$ cat src/sv/rr_pkg.sv
package rr_pkg;

  // fixed-point coordinate wide enough for a Q11.8 edge sum and a pixel
  // position of up to 4096 columns in Q8
  localparam int unsigned CoordW = 22;
  localparam int unsigned OneQ8 = 256;

  localparam logic [7:0] SHAPE_OUTLINE = 8'h72;
  localparam logic [7:0] SHAPE_FILLED = 8'h52;

  // configuration register indexes
  localparam logic [1:0] REG_CANVAS_WIDTH = 2'd0;
  localparam logic [1:0] REG_CANVAS_HEIGHT = 2'd1;
  localparam logic [1:0] REG_BACKGROUND_CHAR = 2'd2;

  localparam logic [9:0] CANVAS_WIDTH_RST = 10'd1;
  localparam logic [9:0] CANVAS_HEIGHT_RST = 10'd1;
  localparam logic [7:0] BACKGROUND_CHAR_RST = 8'd32;

  typedef logic signed [CoordW-1:0] coord_t;

  typedef enum logic [1:0] {
    KIND_CLEAR = 2'd0,
    KIND_DRAW  = 2'd1,
    KIND_READ  = 2'd2
  } kind_e;

  // command handed from the front end to the back end
  typedef enum logic [1:0] {
    OP_CLEAR,
    OP_DRAW,
    OP_READ,
    OP_REPLY
  } op_e;

  typedef struct packed {
    op_e        op;
    logic       status;
    logic       filled;
    logic [7:0] paint;
    coord_t     x_lo;
    coord_t     x_hi;
    coord_t     x_in_lo;
    coord_t     x_in_hi;
    coord_t     y_lo;
    coord_t     y_hi;
    coord_t     y_in_lo;
    coord_t     y_in_hi;
    logic [8:0] read_col;
    logic [8:0] read_row;
  } cmd_t;

  typedef enum logic [2:0] {
    BK_IDLE,
    BK_CLEAR,
    BK_DRAW,
    BK_RMUL,
    BK_RMEM,
    BK_REPLY
  } back_state_e;

endpackage

$ cat src/sv/rr_cmd_fifo.sv
module rr_cmd_fifo (
  input  logic         clk_i,
  input  logic         rst_ni,
  input  logic         push_i,
  input  rr_pkg::cmd_t push_cmd_i,
  input  logic         pop_i,
  output rr_pkg::cmd_t head_cmd_o,
  output logic         full_o,
  output logic         empty_o
);
  import rr_pkg::*;

  localparam int unsigned Depth = 2;
  localparam int unsigned PtrW = $clog2(Depth);

  cmd_t            entry_q [Depth];
  logic [PtrW-1:0] wr_ptr_q, rd_ptr_q;
  logic [PtrW:0]   count_q;

  assign full_o     = (count_q == (PtrW+1)'(Depth));
  assign empty_o    = (count_q == '0);
  assign head_cmd_o = entry_q[rd_ptr_q];

  always_ff @(posedge clk_i or negedge rst_ni) begin
    if (!rst_ni) begin
      wr_ptr_q <= '0;
      rd_ptr_q <= '0;
      count_q  <= '0;
    end else begin
      if (push_i) begin
        wr_ptr_q <= wr_ptr_q + 1'b1;
      end
      if (pop_i) begin
        rd_ptr_q <= rd_ptr_q + 1'b1;
      end
      if (push_i && !pop_i) begin
        count_q <= count_q + 1'b1;
      end else if (pop_i && !push_i) begin
        count_q <= count_q - 1'b1;
      end
    end
  end

  always_ff @(posedge clk_i) begin
    if (push_i) begin
      entry_q[wr_ptr_q] <= push_cmd_i;
    end
  end

endmodule

$ cat config.mk
export PLATFORM = sky130hd
export DESIGN_NAME = rr_cmd_fifo
export DESIGN_NICKNAME = d
export VERILOG_FILES = /design/src/sv/rr_pkg.sv /design/src/sv/rr_cmd_fifo.sv
export SDC_FILE = /design/constraint.sdc
export NUM_CORES = 1
export LEC_CHECK = 0
export BUFFER_PORTS_ARGS = -buffer_cell sky130_fd_sc_hd__buf_2
export CORE_MARGIN = 4
export CORE_UTILIZATION = 52
export CTS_CLUSTER_SIZE = 8
export DETAILED_ROUTE_END_ITERATION = 10
export GPL_ROUTABILITY_DRIVEN = 0
export PLACE_DENSITY = 0.79
export SLEW_MARGIN = 20
export SYNTH_ARGS = -nofsm -noshare
export SYNTH_HDL_FRONTEND = slang
export SYNTH_SLANG_ARGS = --single-unit
$ cat constraint.sdc
create_clock -name clk_i -period 14.7 [get_ports clk_i]
set_input_delay 1.47 -clock clk_i [delete_from_list [all_inputs] [get_ports clk_i]]
set_output_delay 1.47 -clock clk_i [all_outputs]
set_load 0.01 [all_outputs]
## After elaboration in Yosys (flattened, before gate mapping)

Memories as Yosys holds them, arrays and structs flattened.
Cells that the tools add are included.

| storage, ports and cells | value |
|---|---|
| register bits after elaboration | 4 |
| bits in writable memories | 412 |
| output and inout port bits | 208 |
| memories kept | 1 |

| cells by class | value |
|---|---|
| add/subtract/negate cells | 4 |
| eq/ne operators | 1 |
| mux-type cells | 4 |
| reduce and logical (&&, ||, !) cells | 6 |

Memory list:

| memory | words | bits a word | read ports | clocked after Yosys merged registers in | wr ports | RTL line | text |
|---|---|---|---|---|---|---|---|
| entry_q | 2 | 206 | 1 | 0 | 1 | rr_cmd_fifo.sv:16 | `cmd_t entry_q [Depth];` |

Operator list:

| kind | count |
|---|---|
| $mux 2 | 2 |
| $add 1x1->1 const B | 2 |
| $add 2x1->2 const B | 1 |
| $eq 2x2->1 const B | 1 |
| $logic_and 1x1->1 | 2 |
| $logic_not 1->1 | 2 |
| $logic_not 2->1 | 1 |
| $mux 1 | 2 |
| $reduce_bool 2->1 | 1 |
| $sub 2x1->2 const B | 1 |

## Logic depth before layout (Yosys ltp)

| logic depth | value |
|---|---|
| word-level depth | 4 |
| depth in mapped cells | 5 |
| depth with buffers taken out | 5 |

## Least setup slack after synthesis

OpenSTA, ideal clock, no wires.

| path | value |
|---|---|
| path type | input to register |
| start point | input port push_i |
| end point | memory entry_q[0][0] (netlist name) (enable) |
| library setup time | 800 ps |
| data arrival time | 10350 ps |
| required time | 13900 ps |
| path slack | 3550 ps |
| stages on the path | 1 |
| buffers on the path | 0 |
| cell sequence | nor2b_1 |

| on the way | value |
|---|---|
| word-level cells in the longest chain between the ends | 2 |

RTL lines:

| what | RTL line | text |
|---|---|---|
| start, declared | rr_cmd_fifo.sv:4 | `input logic push_i,` |
| $mux 1 | rr_cmd_fifo.sv:45 | `if (push_i) begin` |
| $mux 1 (implied by the code) | rr_cmd_fifo.sv:46 | `entry_q[wr_ptr_q] <= push_cmd_i;` |
| end, declared | rr_cmd_fifo.sv:16 |  |

Every way passes these cells.

==> results.tsv <==
metric	value	unit
dr.first_iter.drc_count	498	
grt_max_degree	149	
drc	0	
post_cts_buffers	0	
netlist.area_leader.share	79.4	%
numCtsBuffers	58	
fp.dieW	181	um
die_y	181	um
viasPerCell	5.17	
leakagePower	7.79	nW
drive_gt1_share	61.3	%
finalMaxSlewViolations	0	
max_freq	0.215	GHz
status	complete, no violations	
fin_setup_tns	0	ps
syn-instance-count	657	
timing.hold.ws	517	ps
r2r_slack	11970	ps
hold_path.startpoint	count_q[1]	
portBuffers	417	
holdPathStages	1	
switching_share	27.5	%
worstReg2RegEnd	entry_q[1][152]	
fin_crit_sh	31.7	%
dp_hpwl	20900	um
initial_core_util	52.6	%
synth_cell_type_count	13	
synth_top_area_cell	edfxtp_1	
clk_pin_slew	50	ps
finalPower	3.96	mW
synth_edf_count	412	
critPathRequiredTime	13230	ps
yosysWarnings	0	
seqPwrFrac	42.2	%
rsz0062_at_grt	no	
core	0.0296	mm^2
synth_fp_nets	868	
post-place-ws	10640	ps
io_pins	418	
yosys_most_used_dff	edfxtp_1	
slowest_stage	dfrtp_4	
hold_end	count_q[1]	
die_area	0.0328	mm^2
overflow	0	
clockBufferDepth	3	
cts_resized	0	
yosysMostFrequentCell	edfxtp_1	
fp-row-count	63	
nets	1330	
worstPathMaxFanout	148	
area_growth	26.1	%
intPower	2.87	mW
max_stage_delay	1030	ps
maxSlewHeadroom	22.5	%
async_reset_ff_share	0.962	%
grt_pass1_wl	47800	um
tritoncts	yes	
grt_antenna_before_repair	9	
hold_path_class	reg2reg	
cp.arrival	3190	ps
power.density	202	mW/mm^2
yosysSeqAreaShare	80.0	%
period_needed	4660	ps
cp-end-kind	output pin	
worstRegToRegCells	3	
p_clk_share	29.4	%
worstSetupPathType	reg2out	
grt_pass1_vias	8410	
path_cells	buf_12 > mux2_4 > buf_2	
placedCellCount	1449	
tightestPinTransition	1160	ps
combPwrFrac	28.3	%
ys_ff_latch	416	
syn_area_per_cell	23.7	um^2
fin_worst_skew	8.83	ps
cts_max_level	2	
cts_hold_buf	0	
wl_per_cell	21.0	um
worstReg2RegStart	wr_ptr_q	
cts_sinks	416	
clk_latency	550	ps
via_count	7917	
setup_slack	10040	ps
p_sw	1.09	mW
ir_drop	0.170	mV
cap_viol_max_count	0	
fin_cells	1532	
cp-start-kind	flip-flop	
cts-root-buf	clkbuf_16	
dr.pass1.iters	5	
synth_area	0.0156	mm^2
drt-total-wl	32100	um
synth_commonest_cells	edfxtp_1 (412), mux2_4 (130), mux2_2 (76)	
ant_nets	0	
setup_viol	0	
hold_viol	0	
synth_area_leaders	edfxtp_1 (79%), mux2_4 (13%), mux2_2 (5.5%)	
grt_use_total	18.8	%
==> routing by layer <==
layer  share of wire (%)  vias up  track usage, %
met5                0.24        -               0
met4                 2.6       10            6.15
met3                 9.4       78            5.92
met2                  51      375            32.3
met1                  37     3912            22.7
li1                    -     3542               -
==> cell families after synthesis <==
kind of cell,after synthesis,synth area share [%]
xor gates and xnor gates,5,0.281
adders and majority gates,1,0.0803
buffers and inverters,24,1.41
DFF,416,80.0
muxes,206,18.0
and+or+nand+nor,5,0.169
==> power by group through the flow <==
stage / registers, mW / clock network (mW) / logic [mW]
floorplan: 1.71 / 0 / 0.793
finish: 1.67 / 1.17 / 1.12
global placement: 1.68 / 0 / 1.12
global route: 1.69 / 1.25 / 1.19
detailed placement: 1.70 / 0 / 1.13
CTS: 1.68 / 1.19 / 1.13
==> placed cells by master, fill, tap and decap left out, drive strengths merged <==
master,instances
and2,1
buf,425
clkbuf,74
clkinv,1
clkinvlp,1
dfrtp,4
diode,7
edfxtp,412
ha,1
inv,1
mux2,206
nor2,2
nor2b,2
xnor2,1
xor2,4
==> area by class of cell <==
cell class / instances / area, um^2
Multi-Input combinational cell: 217 / 2900
Antenna cell: 7 / 17.5
Timing Repair Buffer: 425 / 2170
Clock inverter: 2 / 11.3
Sequential cell: 416 / 12500
Clock buffer: 74 / 1580
Tap cell: 390 / 488
Fill cell: 1962 / 9990
Inverter: 1 / 3.75
==> state kept, by name (all words and copies together) (netlist names) <==
signal / flops
count_q: 2
entry_q: 412
rd_ptr_q: 1
wr_ptr_q: 1
==> per-stage QoR <==
stage          util (%)  cell area, um^2
2_1_floorplan         -            15600
3_3_place_gp       60.8            18000
3_5_place_dp       60.9            18000
4_1_cts            66.2            19600
5_1_grt            66.3            19600
6_report           66.3            19600
==> worst max-delay path by stage <==
stage              from               to  slack, ps  cells past startpoint
3_5_place_dp   rd_ptr_q  head_cmd_o[183]      10640                      3
3_3_place_gp     push_i   entry_q[0][61]      10220                      4
2_1_floorplan    push_i    entry_q[0][0]       3550                      1
5_1_grt        rd_ptr_q   head_cmd_o[51]       9930                      3
4_1_cts        rd_ptr_q  head_cmd_o[183]      10050                      3
6_report       rd_ptr_q   head_cmd_o[51]      10040                      3
==> worst max-delay path: cells and delay by family, from the launching register on <==
| family | cells | cell delay, ps |
|---|---|---|
| DFF | 1 | 1030 |
| buffers and inverters | 2 | 840 |
| muxes | 1 | 370 |
Power figures use the tool's default switching activity.
