**src/sv/rr_pkg.sv**
```systemverilog
package rr_pkg;

  // fixed-point coordinate wide enough for a Q11.8 edge sum and a pixel
  // position of up to 4096 columns in Q8
  localparam int unsigned CoordW = 22;
  localparam int unsigned OneQ8 = 256;

  localparam logic [7:0] SHAPE_OUTLINE = 8'h72;
  localparam logic [7:0] SHAPE_FILLED = 8'h52;

  // configuration register indexes
  localparam logic [1:0] REG_CANVAS_WIDTH = 2'd0;
  localparam logic [1:0] REG_CANVAS_HEIGHT = 2'd1;
  localparam logic [1:0] REG_BACKGROUND_CHAR = 2'd2;

  localparam logic [9:0] CANVAS_WIDTH_RST = 10'd1;
  localparam logic [9:0] CANVAS_HEIGHT_RST = 10'd1;
  localparam logic [7:0] BACKGROUND_CHAR_RST = 8'd32;

  typedef logic signed [CoordW-1:0] coord_t;

  typedef enum logic [1:0] {
    KIND_CLEAR = 2'd0,
    KIND_DRAW  = 2'd1,
    KIND_READ  = 2'd2
  } kind_e;

  // command handed from the front end to the back end
  typedef enum logic [1:0] {
    OP_CLEAR,
    OP_DRAW,
    OP_READ,
    OP_REPLY
  } op_e;

  typedef struct packed {
    op_e        op;
    logic       status;
    logic       filled;
    logic [7:0] paint;
    coord_t     x_lo;
    coord_t     x_hi;
    coord_t     x_in_lo;
    coord_t     x_in_hi;
    coord_t     y_lo;
    coord_t     y_hi;
    coord_t     y_in_lo;
    coord_t     y_in_hi;
    logic [8:0] read_col;
    logic [8:0] read_row;
  } cmd_t;

  typedef enum logic [2:0] {
    BK_IDLE,
    BK_CLEAR,
    BK_DRAW,
    BK_RMUL,
    BK_RMEM,
    BK_REPLY
  } back_state_e;

endpackage

```
**src/sv/rr_front.sv**
```systemverilog
module rr_front #(
  parameter int unsigned MAX_WIDTH = 512,
  parameter int unsigned MAX_HEIGHT = 512,
  localparam int unsigned CW = $clog2(MAX_WIDTH + 1),
  localparam int unsigned CH = $clog2(MAX_HEIGHT + 1)
) (
  input  logic               [1:0]  kind_i,
  input  logic               [7:0]  shape_type_i,
  input  logic signed        [19:0] rect_x_i,
  input  logic signed        [19:0] rect_y_i,
  input  logic signed        [19:0] rect_width_i,
  input  logic signed        [19:0] rect_height_i,
  input  logic               [7:0]  paint_char_i,
  input  logic               [8:0]  read_col_i,
  input  logic               [8:0]  read_row_i,
  input  logic               [CW-1:0] cols_i,
  input  logic               [CH-1:0] rows_i,
  output rr_pkg::cmd_t              cmd_o
);
  import rr_pkg::*;

  coord_t rx, ry, right, bottom;
  logic   shape_ok, size_ok, read_ok;

  assign rx     = CoordW'(rect_x_i);
  assign ry     = CoordW'(rect_y_i);
  assign right  = rx + CoordW'(rect_width_i);
  assign bottom = ry + CoordW'(rect_height_i);

  assign shape_ok = (shape_type_i == SHAPE_OUTLINE) || (shape_type_i == SHAPE_FILLED);
  assign size_ok  = (rect_width_i > 20'sd0) && (rect_height_i > 20'sd0);
  assign read_ok  = (int'(read_col_i) < int'(cols_i)) && (int'(read_row_i) < int'(rows_i));

  always_comb begin
    cmd_o.status   = 1'b0;
    cmd_o.filled   = (shape_type_i == SHAPE_FILLED);
    cmd_o.paint    = paint_char_i;
    // bounds of the rectangle and of its interior one unit in from each edge
    cmd_o.x_lo     = rx;
    cmd_o.x_hi     = right;
    cmd_o.x_in_lo  = rx + coord_t'(OneQ8);
    cmd_o.x_in_hi  = right - coord_t'(OneQ8);
    cmd_o.y_lo     = ry;
    cmd_o.y_hi     = bottom;
    cmd_o.y_in_lo  = ry + coord_t'(OneQ8);
    cmd_o.y_in_hi  = bottom - coord_t'(OneQ8);
    cmd_o.read_col = read_col_i;
    cmd_o.read_row = read_row_i;
    case (kind_i)
      KIND_CLEAR: cmd_o.op = OP_CLEAR;
      KIND_DRAW: begin
        if (shape_ok && size_ok) begin
          cmd_o.op = OP_DRAW;
        end else begin
          cmd_o.op     = OP_REPLY;
          cmd_o.status = 1'b1;
        end
      end
      KIND_READ: cmd_o.op = read_ok ? OP_READ : OP_REPLY;
      default:   cmd_o.op = OP_REPLY;
    endcase
  end

endmodule

```
**config.mk**
```make
export PLATFORM = sky130hd
export DESIGN_NAME = rr_front
export DESIGN_NICKNAME = d
export VERILOG_FILES = /design/src/sv/rr_pkg.sv /design/src/sv/rr_front.sv
export SDC_FILE = /design/constraint.sdc
export NUM_CORES = 1
export LEC_CHECK = 0
export BUFFER_PORTS_ARGS = -buffer_cell sky130_fd_sc_hd__buf_2
export CAP_MARGIN = 20
export CORE_AREA = 3 3 133 135
export DETAILED_ROUTE_END_ITERATION = 16
export DIE_AREA = 0 0 136 138
export GPL_ROUTABILITY_DRIVEN = 0
export PLACE_DENSITY = 0.69
export SLEW_MARGIN = 0
export SYNTH_ARGS = -nofsm -noshare
export SYNTH_HDL_FRONTEND = slang
export SYNTH_SLANG_ARGS = --single-unit
```
**constraint.sdc**
```tcl
create_clock -name vclk -period 10.2
set_input_delay 2.04 -clock vclk [all_inputs]
set_output_delay 2.04 -clock vclk [all_outputs]
set_load 0.01 [all_outputs]
```
Word level (Yosys, flattened, before mapping)

Index checks and enable logic that the tools add are counted.

Flip-flop bits (word level): 0
Bits in latches: 0
Memory bits (read-only): 0
Memories: 0
Memory bits (writable): 0

Add/sub/neg operators: 6
Mux-type cells: 5
Bitwise operators: 0
$mul: 0
Reduce and logical (&&, ||, !) cells: 5
Shift-type cells: 0
Eq/ne operators: 4
Magnitude comparators: 4
Divide/modulo/power cells: 0

Operators with widths:

| kind                   | number |
|---|---|
| $sub 21x10->22 const B | 2 |
| $add 20x10->21 const B | 2 |
| $add 20x20->21         | 2 |
| $gt 20x1->1 const B    | 2 |
| $lt 9x10->1            | 2 |
| $eq 8x7->1 const B     | 2 |
| $pmux 2 s3             | 1 |
| $logic_and 1x1->1      | 3 |
| $mux 1                 | 3 |
| $eq 2x1->1 const B     | 1 |
| $eq 2x2->1 const B     | 1 |
| $logic_not 2->1        | 1 |
| $mux 2                 | 1 |
| $logic_or 1x1->1       | 1 |

Longest topological paths before layout

Gate-level depths: netlist of the first run.

Word-level depth: 5
Depth in mapped cells: 14
Mapped depth without buffers: 14

Worst setup path before layout of the first run

No wires, ideal clock.

Path kind: input port to output port
From: in rect_x_i[0]
To: out cmd_o[124] (netlist name)
Path slack: 3.259 ns
Required time: 8.160 ns
Data arrival time: 4.901 ns
Stages: 14
Path through: ha_1 -> inv_1 -> fa_1 -> nor2b_2 -> o2111ai_2 -> nand2_1 -> a31oi_1 -> xnor2_1 -> inv_1 -> ha_1 -> or3b_4 -> or4_4 -> nor3_2 -> xor2_1

RTL lines:

| what        | line           | source |
|---|---|---|
| from (decl) | rr_front.sv:9  | `input logic signed [19:0] rect_x_i,` |
| to (decl)   | rr_front.sv:18 | `output rr_pkg::cmd_t cmd_o` |

==> metrics, run 1 <==
worst vdd ir approximately 0.047 mV; area leader, netlist buf_4; total length of routed wires roughly 16 mm; DP Wirelength 14.47 mm; worst-margin pin slew between 700 and 800 ps; Area contributors post-synth buf_4 18%, ha_1 17%, xnor2_1 7.6%; Leak Pwr about 2.9 nW; setup violators final 0; Core Area 16580 µm²; internal power 0.1775 mW; CP Capture Type output pin; Post-Syn Area per Cell between 7 and 8 µm²; overall power approximately 0.44 mW; Synth top area share 18.24%; Mapped Cells between 600 and 700; hold_buf cts 0; WP data required ~8200 ps; initial antenna violation count 1; minimum clock period just over 7000 ps; Crit path max-delay family compound AO/OA/AOI/OAI gates; Peak Freq roughly 140 MHz; Final #Nets 1023; cell with the most instances after synthesis buf_4; layout cells sized above 1 42.16%; clock network fraction of design power 0%; FF+latch area 0 µm²; Starting Density roughly a quarter; TritonRoute pass-1 iters 4; Max Slew Vio Count 0; Layout clock buffers 0; largest net degree at the start of global routing 13; P per Cell Area slightly above 80 nW/µm²; boundary pin count 342; yosys warns 0; unrepaired setup endpoints after global routing no; crit path buf inv count 2; post-route setup TNS 0 ps; sequential fraction of design power 0%; vias in the first global route 4715; remaining antenna violation count after routing 0; via count between 5000 and 6000; Critical Path Source Type input pin; total gr overflow 0; Cell variety after synth 67; sequential cell count 0; Final Hold Fails 0; CP Max Fanout 5; area used by multi-input combinational logic 3331 µm²; Worst path max stage delay about 430 ps; DR WL/cell 15.68 µm; Gates resized, CTS repair 0; combinational power share between 90% and 100%; Port-buffer cells 326; period utilization 71.24%; CP max-delay cell fa_1; Max-cap violations 0; Tot GR Track Use 15.79%; sw power 0.2586 mW; Die Ht around 140 µm; sequential share of the synthesized area 0%; crit path DAT between 5000 and 6000 ps; Slew Limit Headroom a little under half; status finished, final reports clean; HP Class input pin to output pin; die area approximately 19000 µm²; DRT iter0 DRCs 270; die width 136 µm; first-pass GRT wire length 24.64 mm; switch share between 50% and 60%; crit-path cells buf_2, ha_1, fa_1, a211oi_1, o21bai_1, o211ai_1, o21ai_0, a21oi_1, xor2_1, and4_1, nor3b_1, xor2_1, buf_2; Commonest cells post-synth 106 x buf_4, 60 x ha_1, 44 x a21oi_1, 42 x inv_1, 41 x nand2_1; cell area after synthesis between 4000 and 5000 µm²; # DRC 0; Vias/cell a little under 5; Antenna diodes 0; fill count 1845; Area growth, synth to finish 23.66%; Synth Net Count 816; Row Count 47; crit path kind input pin to output pin; Setup Buffers After CTS 0
-- cell families after synthesis --
logic type | count (synthesis) | share of synthesized area [%]
buffers and inverters | 163 | 23.66
adder cells (fa/ha/maj) | 62 | 18.12
XOR/XNOR | 72 | 14.63
AO/OA/AOI/OAI | 136 | 20.91
AND/OR/NAND/NOR | 183 | 22.20
multiplexers | 2 | 0.4875
-- power by group through the flow --
stage / sequential (mW) / clock [mW] / combinational (mW)
after floorplan: 0 / 0 / 0.298
after detailed placement: 0 / 0 / 0.435
after global placement: 0 / 0 / 0.433
after global routing: 0 / 0 / 0.481
final: 0 / 0 / 0.436
after CTS: 0 / 0 / 0.438
-- per-layer routing --
layer | GRT usage, % | wire, µm | vias up
met5 | 0 | 0 | -
met4 | 1.751 | 210 | 0
met2 | 30.30 | 8231 | 276
met1 | 19.42 | 6527 | 2324
met3 | 1.381 | 1383 | 14
li1 | - | - | 2492
-- path summary, 6_finish.rpt --
path | depth (start not counted) | slack [ps] | end | start
hold / removal | 0 | 4080 | cmd_o[195] | paint_char_i[1]
setup / recovery | 13 | 2930 | cmd_o[36] | rect_y_i[0]
-- metrics by stage --
stage / setup slack [ps] / instances / area [µm²] / util [%] / hold slack (ps)
2_1_floorplan: 3259 / 618 / 4363 / - / 4124
3_3_place_gp: 3049 / 1043 / 5395 / 32.53 / 4080
4_1_cts: 2955 / 1043 / 5395 / 32.53 / 4080
5_1_grt: 2617 / 1043 / 5395 / 32.53 / 4080
3_5_place_dp: 2991 / 1043 / 5395 / 32.53 / 4080
6_report: 2933 / 1043 / 5395 / 32.53 / 4080
-- cells in the final DEF, fill, tap and decap left out, types with 5 or more instances in the layout --
| master | instances |
|---|---|
| nand2b_1 | 9 |
| and4_1 | 5 |
| o211ai_1 | 5 |
| nand2_1 | 41 |
| inv_1 | 42 |
| nor4_1 | 11 |
| a21oi_1 | 44 |
| nand4_1 | 11 |
| xor2_1 | 33 |
| nand3_1 | 27 |
| nor2_1 | 36 |
| a21o_1 | 16 |
| nor2b_1 | 8 |
| o21a_1 | 5 |
| o21ai_0 | 20 |
| ha_1 | 60 |
| buf_2 | 326 |
| o21bai_1 | 6 |
| nor3_1 | 9 |
| xnor2_1 | 38 |
-- layout make-up --
| type | count | share of cell area, % |
|---|---|---|
| inverter | 42 | 2.922 |
| multi-input combinational | 455 | 61.73 |
| tap | 220 | 5.102 |
| timing repair buffer | 326 | 30.24 |
(Power assumes the default switching activity.)
==> run 2: changes to the inputs <==
ABC_AREA = 1   (was unset)
CORE_AREA = 3 3 131 133   (was 3 3 133 135)
DIE_AREA = 0 0 134 136   (was 0 0 136 138)
PLACE_DENSITY = 0.74   (was 0.69)
clock period = 6.7 ns   (was 10.2 ns; I/O delays follow)
==> run 2 against run 1 <==
- global-route usage is 1.2 points higher
- routed wire length is 3.5% higher
- sequential share of layout area unchanged
- first-iteration DRC count shrank 15%
- power rose by 52%
- area after synthesis rose by 14%
- die area fell by 2.9%
- hold slack worse by 1400 ps
- critical path type unchanged
- highest routed layer is now met5
==> metrics, run 2 <==
status finished, final reports clean; via count 6012 (+18%); Final Hold Fails 0 (unchanged); Starting Density 31.14% (+4.8 points); Setup Buffers After CTS 0 (unchanged); cell with the most instances after synthesis nand2_1; most common cell after layout, fill and taps aside buf_2; area leader, netlist nand2_1; highest-count cells in the layout ignoring fill and taps 326 x buf_2, 263 x nand2_1, 152 x inv_1, 60 x ha_1, 56 x nand3_1; Critical Path Source Type input pin; worst-margin pin slew 572.8 ps (-225.8 ps); die width 134 µm (-1.5%); Port-buffer cells 326 (unchanged); unrepaired setup endpoints after global routing no; remaining antenna violation count after routing 0 (unchanged); Final #Nets 1305 (+28%); Core Area 15940 µm² (-3.9%); P per Cell Area 109.6 nW/µm² (+36%); switch share 61.63% (+2.3 points); Synth Net Count 1084 (+33%); period utilization 75.48%; fill count 1765 (-4.3%); cell area after synthesis 4965 µm² (+14%); Leak Pwr 3.823 nW (+32%); sequential fraction of design power 0% (unchanged); hold_buf cts 0 (unchanged); boundary pin count 342 (unchanged); internal power 0.2550 mW (+44%); die area 18220 µm² (-2.9%); HP Class input pin to output pin; Slew Limit Headroom 61.46% (+15 points); Layout clock buffers 0 (unchanged); post-layout util 38.06% (+5.5 points); Synth top area share 19.88% (+1.6 points); WP data required 5360 ps (-2800 ps); CP Capture Type output pin; largest net degree at the start of global routing 9 (-4); vias in the first global route 5403 (+15%); total length of routed wires 16.93 mm (+3.5%); Row Count 46 (-2.1%); first-pass GRT wire length 25.86 mm (+5.0%); sequential share of the synthesized area 0% (unchanged); combinational power share 100.0% (about the same); clock network fraction of design power 0% (unchanged); yosys warns 0 (unchanged); crit path kind input pin to output pin; DRT iter0 DRCs 230 (-15%); crit path DAT 3720 ps (-1510 ps); initial antenna violation count 1 (unchanged); setup violators final 0 (unchanged); Cell variety after synth 37 (-45%); Area growth, synth to finish 22.20%; Die Ht 136 µm (-1.4%); CP Max Fanout 6 (+1); DP Wirelength 15.47 mm (+6.9%); Max-cap violations 0 (unchanged); Vias/cell 4.551 (-7.0%); total gr overflow 0 (unchanged); sw power 0.4097 mW (+58%); Post-Syn Area per Cell 5.604 µm² (-21%); sequential cell count 0 (unchanged); post-route setup TNS 0 ps (unchanged); Area contributors post-synth nand2_1 20%, buf_4 16%, ha_1 15%; Commonest cells post-synth 263 x nand2_1, 152 x inv_1, 106 x buf_4, 60 x ha_1, 56 x nand3_1; Peak Freq 197.7 MHz; FF+latch area 0 µm² (unchanged); Tot GR Track Use 16.97% (+1.2 points); # DRC 0 (unchanged); TritonRoute pass-1 iters 5 (+1); DR WL/cell 12.82 µm (-18%); Gates resized, CTS repair 0 (unchanged); worst vdd ir 0.07680 mV (+65%); Min Hold Slack 2680 ps (-1400 ps); minimum clock period approximately 5100 ps; Mapped Cells 886 (+43%); layout cells sized above 1 32.31% (-9.9 points); Max Slew Vio Count 0 (unchanged); Antenna diodes 0 (unchanged)
-- run 2: changes by cell type after synthesis, sizes merged, moves of 5 or more --
cell | previous run | this run
nor2b | 9 | 1
a21oi | 46 | 34
a21o | 17 | 1
nand3b | 0 | 12
nand2b | 9 | 0
nand2 | 41 | 278
nor2 | 37 | 64
xnor2 | 39 | 12
xor2 | 33 | 39
inv | 42 | 152
nand3 | 27 | 58
clkbuf | 14 | 1
and4 | 5 | 0
o21ai | 23 | 9
-- run 2: layout make-up --
cell class	count	area [µm²]	area share [%]
Timing Repair Buffer	326	1632	26.89
Multi-Input combinational cell	627	3595	59.25
Inverter	152	570.5	9.404
Tap cell	216	270.3	4.455
-- run 2: final timing paths --
path	startpoint	end	slack (ps)	cells after the start
max	rect_x_i[0]	cmd_o[122]	1640	16
min	paint_char_i[2]	cmd_o[196]	2680	0
-- run 2: cell families (layout without fill, tap and decap cells) --
kind of cell	Yosys count	after routing	synth area share (%)
AO/OA/AOI/OAI	56	56	6.502
AND/OR/NAND/NOR	458	458	40.98
buffers and inverters	259	478	27.60
adder cells (fa/ha/maj)	62	62	15.93
XOR/XNOR	51	51	8.997
-- run 2: power by group through the flow --
stage               Combinational [mW]  Clock [mW]  Sequential (mW)
finish                           0.665           0                0
CTS                              0.666           0                0
global placement                 0.658           0                0
floorplan                        0.462           0                0
detailed placement               0.664           0                0
global route                     0.742           0                0
-- run 2: critical path, stage by stage --
cell,delay (ps)
buf_2,110
ha_1,170
inv_1,60
fa_1,390
inv_1,110
nand2_1,50
nand2_1,70
nand3_1,90
nand2_2,110
xnor2_1,220
ha_1,270
nand2_1,80
nor2_2,220
nand2_1,120
xor2_1,150
buf_2,150
-- run 2: metal layers --
layer  vias to the layer above  share of wire, %  GRT usage [%]
li1                       3119                 -              -
met1                      2620                42          20.97
met2                       253                49          32.51
met3                        18               7.0          1.184
met4                         2               1.9          2.914
met5                         -             0.041              0
-- run 2: stage by stage --
stage               instance area, µm²  cells  power, mW  worst slack (ps)
global route                      6067   1321     0.7424              1464
CTS                               6067   1321     0.6663              1641
global placement                  6067   1321     0.6580              1731
finish                            6067   1321     0.6647              1643
floorplan                         4965    886     0.4618              1986
detailed placement                6067   1321     0.6635              1641
==> run 3: changes to the inputs <==
clock period = 4.8 ns   (was 6.7 ns; I/O delays follow)
==> run 3 against run 2 <==
- power grew 39%
- hold slack lost 760 ps
- global-route usage shrank 0.10 points
- critical path depth is the same
- sequential share of layout area is the same
- largest cell class unchanged
- highest routed layer unchanged
==> metrics, run 3 (synthesis gave the netlist of run 2 again) <==
CP Max Fanout 6 (unchanged); Critical path origin rect_x_i[0]; vias in the first global route 5399 (-0.074%); die width 134 µm (unchanged); WP data required 3840 ps (-1520 ps); hold_buf cts 0 (unchanged); boundary pin count 342 (unchanged); via count 6006 (-0.10%); DR WL/cell 12.81 µm (about the same); crit path DAT 3360 ps (-360 ps); Max-cap violations 0 (unchanged); WP depth 16 (unchanged); unrepaired setup endpoints after global routing no; clock network fraction of design power 0% (unchanged); setup violators final 0 (unchanged); crit-path cells buf_2, ha_1, inv_1, fa_1, inv_1, nand2_1, nand2_1, nand3_1, nand2_2, xnor2_1, ha_1, nand2_1, nor2_2, nand2_1, xor2_1, buf_2; first-pass GRT wire length 25.74 mm (-0.46%); post-route setup TNS 0 ps (unchanged); total gr overflow 0 (unchanged); DRT iter0 DRCs 344 (+50%); sequential cell count 0 (unchanged); Final #Nets 1305 (unchanged); die area 18220 µm² (unchanged); Slew Limit Headroom 62.08% (+0.62 points); status finished, final reports clean; total length of routed wires 16.92 mm (about the same); M3 GR Usage 1.406% (+0.22 points); internal power 0.3561 mW (+40%); crit path buf inv count 4 (unchanged); Area growth, synth to finish 22.20% (unchanged); largest net degree at the start of global routing 9 (unchanged); CP Capture Type output pin; remaining antenna violation count after routing 0 (unchanged); Tot GR Track Use 16.87% (-0.10 points); minimum clock period between 4000 and 5000 ps; switch share 61.56% (-0.068 points); Max Slew Vio Count 0 (unchanged); combinational power share 100.0% (about the same); met2 usage 32.45% (-0.056 points); worst vdd ir 0.1098 mV (+43%); worst-margin pin slew 563.6 ps (-9.199 ps); crit path kind input pin to output pin; met1 Usage GRT 20.70% (-0.27 points); post-layout util 38.06% (unchanged); Vias/cell 4.547 (about the same); initial antenna violation count 1 (unchanged); Final Hold Fails 0 (unchanged); gr busiest metal met2; Antenna diodes 0 (unchanged); Row Count 46 (unchanged); most common cell after layout, fill and taps aside buf_2; highest-count cells in the layout ignoring fill and taps 326 x buf_2, 263 x nand2_1, 152 x inv_1, 60 x ha_1, 56 x nand3_1; TritonRoute pass-1 iters 5 (unchanged); P per Cell Area 152.7 nW/µm² (+39%); Gates resized, CTS repair 0 (unchanged); sequential fraction of design power 0% (unchanged); Worst path max stage delay 390 ps (about the same); # DRC 0 (unchanged); Setup Buffers After CTS 0 (unchanged); Starting Density 31.14% (unchanged); Core Area 15940 µm² (unchanged); Peak Freq between 200 and 250 MHz; Crit path max-delay family adder cells; FF+latch area 0 µm² (unchanged); HP Class input pin to output pin; layout cells sized above 1 32.31% (unchanged); CP endpoint cmd_o[122]; CP max-delay cell fa_1; DP Wirelength 15.51 mm (+0.29%); Critical Path Source Type input pin; fill count 1723 (-2.4%); period utilization about 90%; area used by multi-input combinational logic 3595 µm² (unchanged); Leak Pwr 3.823 nW (unchanged); most frequent CP cell nand2_1; sw power 0.5703 mW (+39%); Port-buffer cells 326 (unchanged); Die Ht 136 µm (unchanged); Layout clock buffers 0 (unchanged)
run 3: cell counts in the layout (fill, tap and decap cells not counted):
No cell type changed its count.
run 3: routing by layer:
layer / wire length, µm / vias to the layer above
met5: 7 / -
met4: 278 / 2
met3: 1136 / 16
met2: 8346 / 243
met1: 7153 / 2629
li1: - / 3116
run 3: area by class of cell:
cell class / instances / share of cell area [%]
inverters: 152 / 9.404
multi-input cells: 627 / 59.25
well taps: 216 / 4.455
repair buffers: 326 / 26.89
run 3: worst min path at each step:
stage                     slack (ps)             from  cells after the start    endpoint
after floorplan                 1960      rect_x_i[8]                      1  cmd_o[136]
after global placement          1920  paint_char_i[5]                      0  cmd_o[199]
after detailed placement        1920  paint_char_i[5]                      0  cmd_o[199]
after CTS                       1920  paint_char_i[5]                      0  cmd_o[199]
after global routing            1920  paint_char_i[2]                      0  cmd_o[196]
final                           1920  paint_char_i[2]                      0  cmd_o[196]
run 3: per-stage QoR:
step / instance area [µm²] / total power, mW / worst slack (ps) / hold slack, ps / instances
global placement: 6067 / 0.9185 / 590.9 / 1920 / 1321
floorplan: 4965 / 0.6445 / 846.2 / 1964 / 886
finish: 6067 / 0.9265 / 479.0 / 1920 / 1321
CTS: 6067 / 0.9306 / 480.8 / 1920 / 1321
global route: 6067 / 1.034 / 285.4 / 1920 / 1321
detailed placement: 6067 / 0.9268 / 484.4 / 1920 / 1321
run 3: power groups by stage:
stage               clock (mW)  combinational, mW  sequential, mW
floorplan                    0              0.645               0
global placement             0              0.918               0
detailed placement           0              0.927               0
CTS                          0              0.931               0
global route                 0               1.03               0
finish                       0              0.926               0
